**config.mk**
```make
export PLATFORM = sky130hd
export DESIGN_NAME = modbus_holding_register_server_unit
export DESIGN_NICKNAME = d
export VERILOG_FILES = /design/src/sv/hrs_pkg.sv /design/src/sv/hrs_ram.sv /design/src/sv/hrs_addr_unit.sv /design/src/sv/modbus_holding_register_server_unit.sv
export SDC_FILE = /design/constraint.sdc
export NUM_CORES = 1
export LEC_CHECK = 0
export BUFFER_PORTS_ARGS = -buffer_cell sky130_fd_sc_hd__buf_4
export CAP_MARGIN = 10
export CORE_MARGIN = 3
export CORE_UTILIZATION = 65
export CTS_BUF_LIST = sky130_fd_sc_hd__clkbuf_8
export DETAILED_ROUTE_END_ITERATION = 10
export PLACE_DENSITY = 0.83
export SETUP_SLACK_MARGIN = 0.4
export SYNTH_ARGS = -nofsm -noshare
export SYNTH_HDL_FRONTEND = slang
export SYNTH_SLANG_ARGS = --single-unit
```
**constraint.sdc**
```tcl
create_clock -name clk -period 15.84 [get_ports clk]
set_input_delay 2.376 -clock clk [delete_from_list [all_inputs] [get_ports clk]]
set_output_delay 2.376 -clock clk [all_outputs]
set_load 0.1 [all_outputs]
```
**src/sv/hrs_pkg.sv**
```systemverilog
`timescale 1ns / 1ps

package hrs_pkg;

	// Register file depth default
	localparam int REG_COUNT_DEF = 32;

	// Function codes
	localparam logic [7:0] FUNC_READ   = 8'd3;
	localparam logic [7:0] FUNC_WRITE1 = 8'd6;
	localparam logic [7:0] FUNC_WRITEN = 8'd16;

	// Exception codes
	localparam logic [15:0] EXC_ILLEGAL_FUNC = 16'd1;
	localparam logic [15:0] EXC_ADDR         = 16'd2;

	// Response status codes
	localparam logic [1:0] STAT_OK       = 2'd0;
	localparam logic [1:0] STAT_ADDR_ERR = 2'd1;
	localparam logic [1:0] STAT_ILLEGAL  = 2'd2;

	// Saturation point of the multi-write word counter
	localparam logic [5:0] OFFSET_MAX = 6'd63;

	typedef enum logic [2:0] {
		S_IDLE,
		S_RANGE,
		S_EXEC,
		S_W16,
		S_RD_ADDR,
		S_RD_DATA,
		S_RESP
	} hrs_state_t;

	// Exception function code: code plus 0x80, modulo 256
	function automatic logic [7:0] exc_func(input logic [7:0] f);
		exc_func = {~f[7], f[6:0]};
	endfunction

endpackage

```
**src/sv/hrs_ram.sv**
```systemverilog
`timescale 1ns / 1ps

module hrs_ram #(
	parameter int WIDTH = 16,
	parameter int DEPTH = 32,
	parameter int AW    = (DEPTH > 1) ? $clog2(DEPTH) : 1
) (
	input  logic             clk,
	input  logic             wr_en,
	input  logic [AW-1:0]    wr_addr,
	input  logic [WIDTH-1:0] wr_data,
	input  logic             rd_en,
	input  logic [AW-1:0]    rd_addr,
	output logic [WIDTH-1:0] rd_data
);

	logic [WIDTH-1:0] mem_q [DEPTH];
	logic [WIDTH-1:0] rd_data_q;

	always_ff @(posedge clk) begin
		if (wr_en) begin
			mem_q[wr_addr] <= wr_data;
		end
		if (rd_en) begin
			rd_data_q <= mem_q[rd_addr];
		end
	end

	assign rd_data = rd_data_q;

endmodule

```
**src/sv/hrs_addr_unit.sv**
```systemverilog
`timescale 1ns / 1ps

module hrs_addr_unit #(
	parameter int REG_COUNT = 32
) (
	input  logic [15:0] opa,
	input  logic [15:0] opb,
	output logic [16:0] sum,
	output logic        fits,
	output logic        below
);

	localparam logic [16:0] LIMIT = 17'(REG_COUNT);

	// Shared 17-bit adder with the bound compares
	assign sum   = {1'b0, opa} + {1'b0, opb};
	assign fits  = (sum <= LIMIT);
	assign below = (sum < LIMIT);

endmodule

```
**src/sv/modbus_holding_register_server_unit.sv**
```systemverilog
`timescale 1ns / 1ps
// Channel | Handshake            | Payload
// ------- | -------------------- | ------------------------------------------------
// input   | in_valid / in_stall  | func, start_address, quantity, write_word, word_last
// output  | out_valid / out_stall| resp_func, word_a, word_b, status, last
//
// One transaction is worked at a time; in_stall is high until the sequencer is idle.
// Code 6 and exceptions go S_RANGE, S_EXEC, S_RESP; code 16 words go S_RANGE, S_EXEC,
// S_W16, plus S_RESP for the echo. Code 3: header via S_RESP, then per register word
// S_RD_ADDR (shared address adder), S_RD_DATA (registered RAM read) and S_RESP.
// Reset clears the sequencer, the word counter and the per-entry valid bits at once;
// an entry never written reads as zero. A stalled result holds in the output register
// and the sequencer waits on it before pushing the next one.

module modbus_holding_register_server_unit #(
	parameter int REG_COUNT = hrs_pkg::REG_COUNT_DEF
) (
	input  logic        clk,
	input  logic        arst_n,
	input  logic        in_valid,
	output logic        in_stall,
	input  logic [7:0]  func,
	input  logic [15:0] start_address,
	input  logic [15:0] quantity,
	input  logic [15:0] write_word,
	input  logic        word_last,
	output logic        out_valid,
	input  logic        out_stall,
	output logic [7:0]  resp_func,
	output logic [15:0] word_a,
	output logic [15:0] word_b,
	output logic [1:0]  status,
	output logic        last
);

	import hrs_pkg::*;

	localparam int AW = (REG_COUNT > 1) ? $clog2(REG_COUNT) : 1;
	localparam int CW = $clog2(REG_COUNT + 1);

	hrs_state_t state_q, state_nx;

	// Captured request
	logic [7:0]  func_q;
	logic [15:0] addr_q;
	logic [15:0] qty_q;
	logic [15:0] word_q;
	logic        wlast_q;

	// Sequencer bookkeeping
	logic          in_range_q;
	logic [5:0]    woff_q;
	logic [CW-1:0] cnt_q;
	logic [CW-1:0] cnt_nx;
	logic          more_q;
	logic          hit_q;
	logic [REG_COUNT-1:0] vld_q;

	// Pending response, pushed to the output register in S_RESP
	logic [7:0]  rsp_func_q;
	logic [15:0] rsp_a_q;
	logic [15:0] rsp_b_q;
	logic [1:0]  rsp_stat_q;
	logic        rsp_last_q;

	// Output register
	logic        out_valid_q;
	logic [7:0]  out_func_q;
	logic [15:0] out_a_q;
	logic [15:0] out_b_q;
	logic [1:0]  out_stat_q;
	logic        out_last_q;

	// Shared address unit
	logic [15:0] opb;
	logic [16:0] sum;
	logic        fits;
	logic        below;

	// RAM port
	logic          wr_en;
	logic [AW-1:0] wr_addr;
	logic          rd_en;
	logic [15:0]   rd_data;

	logic in_acc;
	logic slot_free;
	logic w16_ok;
	logic cnt_done;

	assign in_acc    = in_valid && !in_stall;
	assign slot_free = !out_valid_q || !out_stall;
	assign in_stall  = (state_q != S_IDLE);
	assign cnt_nx    = cnt_q + 1'b1;
	assign cnt_done  = (16'(cnt_nx) == qty_q);
	assign w16_ok    = in_range_q && (16'(woff_q) < qty_q) && below;

	// Operand select for the shared adder
	always_comb begin
		case (state_q)
			S_RANGE:   opb = (func_q == FUNC_WRITE1) ? 16'd0 : qty_q;
			S_W16:     opb = 16'(woff_q);
			S_RD_ADDR: opb = 16'(cnt_q);
			default:   opb = 16'd0;
		endcase
	end

	hrs_addr_unit #(
		.REG_COUNT(REG_COUNT)
	) u_addr (
		.opa  (addr_q),
		.opb  (opb),
		.sum  (sum),
		.fits (fits),
		.below(below)
	);

	hrs_ram #(
		.WIDTH(16),
		.DEPTH(REG_COUNT),
		.AW   (AW)
	) u_ram (
		.clk    (clk),
		.wr_en  (wr_en),
		.wr_addr(wr_addr),
		.wr_data(word_q),
		.rd_en  (rd_en),
		.rd_addr(sum[AW-1:0]),
		.rd_data(rd_data)
	);

	// Next state and RAM strobes
	always_comb begin
		state_nx = state_q;
		wr_en    = 1'b0;
		wr_addr  = sum[AW-1:0];
		rd_en    = 1'b0;
		case (state_q)
			S_IDLE: begin
				if (in_acc) begin
					state_nx = S_RANGE;
				end
			end
			S_RANGE: begin
				state_nx = S_EXEC;
			end
			S_EXEC: begin
				case (func_q)
					FUNC_WRITE1: begin
						wr_en    = in_range_q;
						wr_addr  = addr_q[AW-1:0];
						state_nx = S_RESP;
					end
					FUNC_WRITEN: state_nx = S_W16;
					default:     state_nx = S_RESP;
				endcase
			end
			S_W16: begin
				wr_en    = w16_ok;
				state_nx = wlast_q ? S_RESP : S_IDLE;
			end
			S_RD_ADDR: begin
				rd_en    = 1'b1;
				state_nx = S_RD_DATA;
			end
			S_RD_DATA: begin
				state_nx = S_RESP;
			end
			S_RESP: begin
				if (slot_free) begin
					state_nx = more_q ? S_RD_ADDR : S_IDLE;
				end
			end
			default: state_nx = S_IDLE;
		endcase
	end

	// Control registers
	always_ff @(posedge clk or negedge arst_n) begin
		if (!arst_n) begin
			state_q     <= S_IDLE;
			out_valid_q <= 1'b0;
			woff_q      <= '0;
			cnt_q       <= '0;
			more_q      <= 1'b0;
			vld_q       <= '0;
		end else begin
			state_q <= state_nx;

			// Drop the output once taken, load it when the slot frees up
			if (state_q == S_RESP && slot_free) begin
				out_valid_q <= 1'b1;
			end else if (!out_stall) begin
				out_valid_q <= 1'b0;
			end

			// Any item but a multi-write restarts the word counter
			if (in_acc && func != FUNC_WRITEN) begin
				woff_q <= '0;
			end
			if (state_q == S_W16) begin
				if (wlast_q) begin
					woff_q <= '0;
				end else if (woff_q < OFFSET_MAX) begin
					woff_q <= woff_q + 1'b1;
				end
			end

			if (wr_en) begin
				vld_q[wr_addr] <= 1'b1;
			end

			case (state_q)
				S_EXEC: begin
					cnt_q  <= '0;
					more_q <= (func_q == FUNC_READ) && in_range_q && (qty_q != 16'd0);
				end
				S_W16: begin
					more_q <= 1'b0;
				end
				S_RD_DATA: begin
					cnt_q  <= cnt_nx;
					more_q <= !cnt_done;
				end
				default: ;
			endcase
		end
	end

	// Payload registers
	always_ff @(posedge clk) begin
		if (in_acc) begin
			func_q  <= func;
			addr_q  <= start_address;
			qty_q   <= quantity;
			word_q  <= write_word;
			wlast_q <= word_last;
		end

		if (state_q == S_RANGE) begin
			in_range_q <= (func_q == FUNC_WRITE1) ? below : fits;
		end

		// Hold the valid bit of the entry being read next to its data
		if (state_q == S_RD_ADDR) begin
			hit_q <= below && vld_q[sum[AW-1:0]];
		end

		case (state_q)
			S_EXEC: begin
				rsp_last_q <= 1'b1;
				rsp_b_q    <= 16'd0;
				case (func_q)
					FUNC_WRITE1: begin
						if (in_range_q) begin
							rsp_func_q <= func_q;
							rsp_a_q    <= addr_q;
							rsp_b_q    <= word_q;
							rsp_stat_q <= STAT_OK;
						end else begin
							rsp_func_q <= exc_func(func_q);
							rsp_a_q    <= EXC_ADDR;
							rsp_stat_q <= STAT_ADDR_ERR;
						end
					end
					FUNC_READ: begin
						if (in_range_q) begin
							// Header: byte count is twice the quantity
							rsp_func_q <= func_q;
							rsp_a_q    <= {qty_q[14:0], 1'b0};
							rsp_stat_q <= STAT_OK;
							rsp_last_q <= (qty_q == 16'd0);
						end else begin
							rsp_func_q <= exc_func(func_q);
							rsp_a_q    <= EXC_ADDR;
							rsp_stat_q <= STAT_ADDR_ERR;
						end
					end
					FUNC_WRITEN: ;
					default: begin
						rsp_func_q <= exc_func(func_q);
						rsp_a_q    <= EXC_ILLEGAL_FUNC;
						rsp_stat_q <= STAT_ILLEGAL;
					end
				endcase
			end
			S_W16: begin
				rsp_last_q <= 1'b1;
				if (in_range_q) begin
					rsp_func_q <= func_q;
					rsp_a_q    <= addr_q;
					rsp_b_q    <= qty_q;
					rsp_stat_q <= STAT_OK;
				end else begin
					rsp_func_q <= exc_func(func_q);
					rsp_a_q    <= EXC_ADDR;
					rsp_b_q    <= 16'd0;
					rsp_stat_q <= STAT_ADDR_ERR;
				end
			end
			S_RD_DATA: begin
				rsp_func_q <= func_q;
				rsp_a_q    <= hit_q ? rd_data : 16'd0;
				rsp_b_q    <= 16'd0;
				rsp_stat_q <= STAT_OK;
				rsp_last_q <= cnt_done;
			end
			default: ;
		endcase

		if (state_q == S_RESP && slot_free) begin
			out_func_q <= rsp_func_q;
			out_a_q    <= rsp_a_q;
			out_b_q    <= rsp_b_q;
			out_stat_q <= rsp_stat_q;
			out_last_q <= rsp_last_q;
		end
	end

	assign out_valid = out_valid_q;
	assign resp_func = out_func_q;
	assign word_a    = out_a_q;
	assign word_b    = out_b_q;
	assign status    = out_stat_q;
	assign last      = out_last_q;

endmodule

```
# ---- After elaboration in Yosys (flattened, before gate mapping)
# Memories as Yosys holds them, arrays and structs flattened. A register that Yosys moved wholly into a read port is not among the register bits.
# Index checks and enable logic that the tools add are counted.
dict set report op_classes {
  n_lt_le_gt_ge 7
  muxes 46
  n_bitwise 2
  reduce_logical 23
  shift 0
  eq_ne 15
  n_div 0
  n_addsub 3
  mul 0
}
# operator n
set op_table {}
lappend op_table {{16-bit case mux with 3 select lines} 4}
lappend op_table {{16-bit two-way mux} 7}
lappend op_table {{32-bit OR} 1}
lappend op_table {{6-bit two-way mux} 4}
lappend op_table {{8-bit case mux with 3 select lines} 1}
lappend op_table {{3-bit case mux with 7 select lines} 1}
lappend op_table {{16-bit by 16-bit adder with 17-bit output} 1}
lappend op_table {{17-bit by 6-bit less-or-equal comparator with 1-bit output (second input constant)} 1}
lappend op_table {{17-bit by 6-bit less-than comparator with 1-bit output (second input constant)} 1}
lappend op_table {{6-bit by 16-bit == test with 1-bit output} 1}
lappend op_table {{16-bit zero test} 1}
lappend op_table {{6-bit by 16-bit less-than comparator with 1-bit output} 1}
lappend op_table {{8-bit case mux with 2 select lines} 1}
lappend op_table {{16-bit nonzero test} 1}
lappend op_table {{3-bit two-way mux} 5}
lappend op_table {{6-bit by 1-bit adder with 6-bit output (second input constant)} 2}
lappend op_table {{5-bit by 6-bit less-than comparator with 1-bit output (second input constant)} 2}
lappend op_table {{1-bit two-way mux} 12}
lappend op_table {{6-bit case mux with 2 select lines} 1}
lappend op_table {{5-bit two-way mux} 2}
lappend op_table {{3-bit == test (second input constant)} 3}
lappend op_table {{1-bit logical AND} 9}
lappend op_table {{8-bit by 2-bit == test with 1-bit output (second input constant)} 1}
lappend op_table {{8-bit by 3-bit == test with 1-bit output (second input constant)} 1}
lappend op_table {{23 further kinds} 32}
dict set report word_totals {
  inputBits 61
  mem_count 1
  latch_bits 0
  ff_bits 194
  ramBits 512
  elab_cells 120
  romBits 0
  output_inout_bits 45
}
# name depth word_bits rd rd_clocked_by_memory_dff wr line
set mem_list {}
lappend mem_list {u_ram.mem_q 32 16 1 1 1 hrs_ram.sv:17} ;# logic [WIDTH-1:0] mem_q [DEPTH];

# ---- Depth between registers and ports, before layout
dict set report depth {
  depth_word 11
  mapped_depth 18
  ltp_nobuf 15
}

# ---- Cells and area by module
# A second synthesis with hierarchy kept.
dict set report unflattened {
  hier_cells 1855
  area_unflattened_um2 29896.2
}
# module seq_area_each_um2 cells_per_inst area_per_inst_um2 instances
set by_module_without_submodules {}
lappend by_module_without_submodules {hrs_ram 15855.2 1143 20694.8 1}
lappend by_module_without_submodules {modbus_holding_register_server_unit 5580.4 578 8237.9 1}
lappend by_module_without_submodules {hrs_addr_unit 0.0 134 963.4 1}

# ---- Least setup slack after synthesis
# OpenSTA, ideal clock, no wires.
dict set report synth_timing {
  path_type {reg-to-reg}
  start {register state_q[1]}
  end {memory u_ram.mem_q[0][0], enable pin}
  t_required_ns 15.426
  period_less_slack_ns 6.481
  n_path_buf 2
  stages_incl_launch_ff 15
  setup_ns 0.414
  slack_ns 9.359
  arrival_time_ns 6.067
  cell_sequence {dfrtp_1 > clkbuf_1 > nor3b_1 > a222oi_1 > inv_1 > ha_1 > a21o_1 > a221o_1 > a32oi_1 > nor2b_1 > mux2_2 > nor3_4 > nand3_2 > buf_2 > a211oi_1}
}
dict set report synth_via {
  elab_chain_len 8
  word_cells_on_any_way 13
  classes_between {add/sub (1); order compare (1); eq/ne (4); mux (6); reduce/logical (1)}
}
# item line
set synth_rtl {}
lappend synth_rtl {{start, declared} modbus_holding_register_server_unit.sv:41} ;# hrs_state_t state_q, state_nx;
lappend synth_rtl {{start signal, assigned} modbus_holding_register_server_unit.sv:188} ;# state_q <= state_nx;
lappend synth_rtl {{3-bit == test, or another cell as far along} modbus_holding_register_server_unit.sv:100} ;# case (state_q)
lappend synth_rtl {{16-bit case mux with 3 select lines} modbus_holding_register_server_unit.sv:100}
lappend synth_rtl {{16-bit by 16-bit adder with 17-bit output} hrs_addr_unit.sv:16} ;# assign sum = {1'b0, opa} + {1'b0, opb};
lappend synth_rtl {{17-bit by 6-bit less-than comparator with 1-bit output} hrs_addr_unit.sv:18} ;# assign below = (sum < LIMIT);
lappend synth_rtl {{1-bit logical AND} modbus_holding_register_server_unit.sv:96} ;# assign w16_ok = in_range_q && (16'(woff_q) < qty_q) && below;
lappend synth_rtl {{1-bit case mux with 2 select lines} modbus_holding_register_server_unit.sv:138} ;# case (state_q)
lappend synth_rtl {{1-bit two-way mux} hrs_ram.sv:21} ;# if (wr_en) begin
lappend synth_rtl {{1-bit two-way mux (not written as such)} hrs_ram.sv:22} ;# mem_q[wr_addr] <= wr_data;
lappend synth_rtl {{end, declared} hrs_ram.sv:17}
# Several ways; a longest one is shown, not always the timed one.

# ---- Final worst setup path
dict set report layout_timing {
  start {register func_q[3]}
  end {memory u_ram.mem_q[18][8], enable pin}
}
dict set report layout_via {
  elab_chain_len 9
  word_cells_on_any_way 12
  classes_between {add/sub (1); order compare (1); eq/ne (1); mux (8); reduce/logical (1)}
}
# item line
set layout_rtl {}
lappend layout_rtl {{start, declared} modbus_holding_register_server_unit.sv:44} ;# logic [7:0] func_q;
lappend layout_rtl {{start signal, assigned} modbus_holding_register_server_unit.sv:233} ;# func_q <= func;
lappend layout_rtl {{8-bit by 3-bit == test with 1-bit output (*)} {modbus_holding_register_server_unit.sv:101, modbus_holding_register_server_unit.sv:148}}
lappend layout_rtl {{16-bit two-way mux} modbus_holding_register_server_unit.sv:101} ;# S_RANGE: opb = (func_q == FUNC_WRITE1) ? 16'd0 : qty_q;
lappend layout_rtl {{16-bit case mux with 3 select lines} modbus_holding_register_server_unit.sv:100}
lappend layout_rtl {{16-bit by 16-bit adder with 17-bit output} hrs_addr_unit.sv:16}
lappend layout_rtl {{17-bit by 6-bit less-than comparator with 1-bit output} hrs_addr_unit.sv:18}
lappend layout_rtl {{1-bit logical AND} modbus_holding_register_server_unit.sv:96}
lappend layout_rtl {{1-bit case mux with 2 select lines} modbus_holding_register_server_unit.sv:138}
lappend layout_rtl {{1-bit two-way mux} hrs_ram.sv:21}
lappend layout_rtl {{1-bit two-way mux (not written as such)} hrs_ram.sv:22}
# Mark *: on every way between the ends. The rest lies on a longest branch, timed or not.

==> results.cfg <==
[cts]
clk_path_buf_depth = 3
cts_hold_buf = 0
clk-insertion-delay-late_ns = 0.73
clkTransAtPathRegs_ns = 0.07
cts_buffers = 105
cts_root_buf = clkbuf_8
cts.repair.resized = 0
cts_tree = built
cts_setup_buffers = 0
clock-sinks = 722
h-tree-depth = 3

[grt]
antenna_found_initial = 2
grt_use_met3_pct = 5.99
overflow = 0
grt_max_degree = 114
use_met2_pct = 45.8
grt-busiest-layer = met2
grt_first_pass_wirelength_mm = 98.9
grt_pass1_vias = 15700
grtUsageMet1_pct = 40.8
grt_usage_pct = 28.7

[setup_path]
r2r-end = u_ram.mem_q[18][8]
start_kind = register
reg2reg_slack_ns = 9.58
cp_max_fo = 18
crit_end = u_ram.mem_q[18][8]
worstReg2RegStart = func_q[3]
crit_path_start = func_q[3]
critPathRequiredTime_ns = 16.22
worst_setup_path_end_kind = register
worstSetupPathType = register to register
crit_arrival_ns = 6.63
reg2reg_depth = 16

[routing]
wl_per_cell_um = 29.2
vias = 15700
drt-total-wl_mm = 67.3
drt_iter0_drc = 2199
detail-route-antenna-nets = 0
viasPerCell = 6.81
drt_pass1_iterations = 11
drc = 0

[placement]
post-dp-hpwl_mm = 39.7
portBuffers = 105
routabilityCongestion = 0.904
dp_cells = 2110
dpl_cell_area_um2 = 30500

[finish]
final_cells = 2302
area_delta_synth_final_pct = 13.5
fin_area_um2 = 32700
nNetsFinal = 1727
n_antenna_cell = 0
drive_above_1_share_pct = 29.8

[synth]
syn_nets = 1536
syn_area_um2 = 28800
syn_avg_cell_area_um2 = 19.9
yosysTopAreaCell = edfxtp_1
synth.top_cell.area_share_pct = 70.1
synth_cell_type_count = 65
synth_flop_cell = edfxtp_1
synth_cells = 1451
ys_ff_latch = 722
yosys_warnings = 0
seq_area_frac_synth_pct = 74.4
synthTopCellsByArea = edfxtp_1 70%, mux4_2 13%, dfrtp_1 4.3%
synth_edf_count = 673
async_flop_share_pct = 6.79

[power]
peakVddDrop_uv = 160
p_leak_nw = 11.2
powerDensity_nw_per_um2 = 175

[status]
status = complete, no violations

[floorplan]
die_y_um = 217
die_area_um2 = 46900
rows = 76
coreArea_um2 = 43500
die_w_um = 217
num_io_pins = 106
initial_utilization_pct = 66.3

[timing]
final-hold-violation-count = 0
grt_setup_unrepaired = false
fin_worst_skew_ns = 0.0464
slew_headroom_pct = 10.7
min_period_ns = 6.26
report.final.setup_viol = 0
period_share_pct = 39.5
setup-tns-final_ns = 0
hold_ws_ns = 0.411
tightest_slew_ns = 1.34
max_freq_ghz = 0.160
drv_slew = 0

[job]
cap_viol_max_count = 0

[worst_hold_path]
hold_start = rsp_b_q[13]
min_path_type = register to register
==> sequential cells by signal, summed over array words and instances (netlist names), 16 cells and up <==
name           flops
u_ram.mem_q      512
vld_q             32
word_q            16
u_ram.rd_data     16
qty_q             16
word_b            16
addr_q            16
rsp_a_q           16
word_a            16
rsp_b_q           16
==> worst min-delay path by stage <==
stage	endpoint	slack [ns]	depth (start not counted)
after floorplan	last	0.40	0
after global placement	word_b[5]	0.40	0
after detailed placement	resp_func[0]	0.40	0
after CTS	word_b[13]	0.41	0
after global routing	word_b[13]	0.41	0
final	word_b[13]	0.41	0
==> where the power goes <==
group	internal, mW	switching (mW)
Combinational	0.756	1.07
Sequential	2.33	0.133
Clock	0.730	0.703
Total	3.82	1.91
==> area by class of cell <==
class	count	area, um^2
clock inverter	75	513
clock buffer	107	1470
tap	585	732
inverter	36	135
fill	2240	10700
multi-input combinational	620	7050
timing repair buffer	157	1370
sequential	722	21400
==> layer usage <==
layer  routed length [um]  part of all wire, %  vias up
met1                25200                   37     8021
met2                33500                   50     1096
li1                     -                    -     6396
met3                 6330                  9.4      162
met4                 2300                  3.4        0
met5                    0                    0        -
==> stage by stage <==
step / setup WS, ns / power [mW] / utilization (%)
global placement: 9.93 / 4.23 / 70.1
detailed placement: 9.78 / 4.28 / 70.1
global route: 9.33 / 5.94 / 75.3
finish: 9.58 / 5.73 / 75.3
floorplan: 9.36 / 3.75 / -
CTS: 9.67 / 5.70 / 74.7
==> worst max-delay path, cell delays in order, from the launching register on <==
cell	delay (ns)
edfxtp_1	0.39
nor4_1	0.38
nand4b_1	0.61
and2_0	0.46
a222oi_1	0.29
inv_1	0.12
ha_4	0.19
fa_4	0.45
a21o_1	0.19
a221o_1	0.38
a32oi_1	0.28
nor2b_1	0.19
mux2_2	0.37
nor3_4	0.31
a41oi_2	0.59
nor2_1	0.40
buf_4	0.32
==> cell usage after synthesis, types with 12 or more instances <==
cell,instances
dfrtp_1,49
nor3_1,12
a222oi_1,20
nor2_1,62
mux2_2,17
inv_1,36
o21ai_0,27
and3_1,20
buf_1,15
ha_1,23
nand2_1,43
nand3_1,12
edfxtp_1,673
a211oi_1,13
mux4_2,170
o21bai_1,24
a22o_1,16
clkbuf_1,47
a21oi_1,30
==> logic make-up (layout without fill, tap and decap cells) <==
kind of cell,count (synthesis),in the layout,share of synthesized area [%]
flip-flops,722,722,74.4
AO/OA/AOI/OAI,187,187,4.88
AND/OR/NAND/NOR,199,199,3.48
adder cells (fa/ha/maj),24,24,1.07
buffers and inverters,109,375,1.53
multiplexers,192,192,14.1
XOR/XNOR,18,18,0.547
==> cells in the final DEF (no fill, tap or decap), types with 8 or more instances in the layout <==
| master | n |
|---|---|
| mux4_2 | 170 |
| clkinv_1 | 17 |
| dfrtp_1 | 49 |
| nand2b_1 | 9 |
| buf_16 | 9 |
| o31ai_1 | 8 |
| o21bai_1 | 24 |
| nand2_1 | 43 |
| clkinv_2 | 13 |
| ha_1 | 22 |
| inv_1 | 65 |
| o21ai_0 | 26 |
| a211oi_2 | 8 |
| a22o_1 | 16 |
| a21oi_1 | 29 |
| nor3_1 | 12 |
| buf_4 | 147 |
| nor2_1 | 62 |
| clkbuf_8 | 107 |
| a222oi_1 | 20 |
| nand3_1 | 12 |
| xnor2_1 | 8 |
| mux2_2 | 17 |
| edfxtp_1 | 673 |
| and3_1 | 20 |
Power figures use the tool's default switching activity.
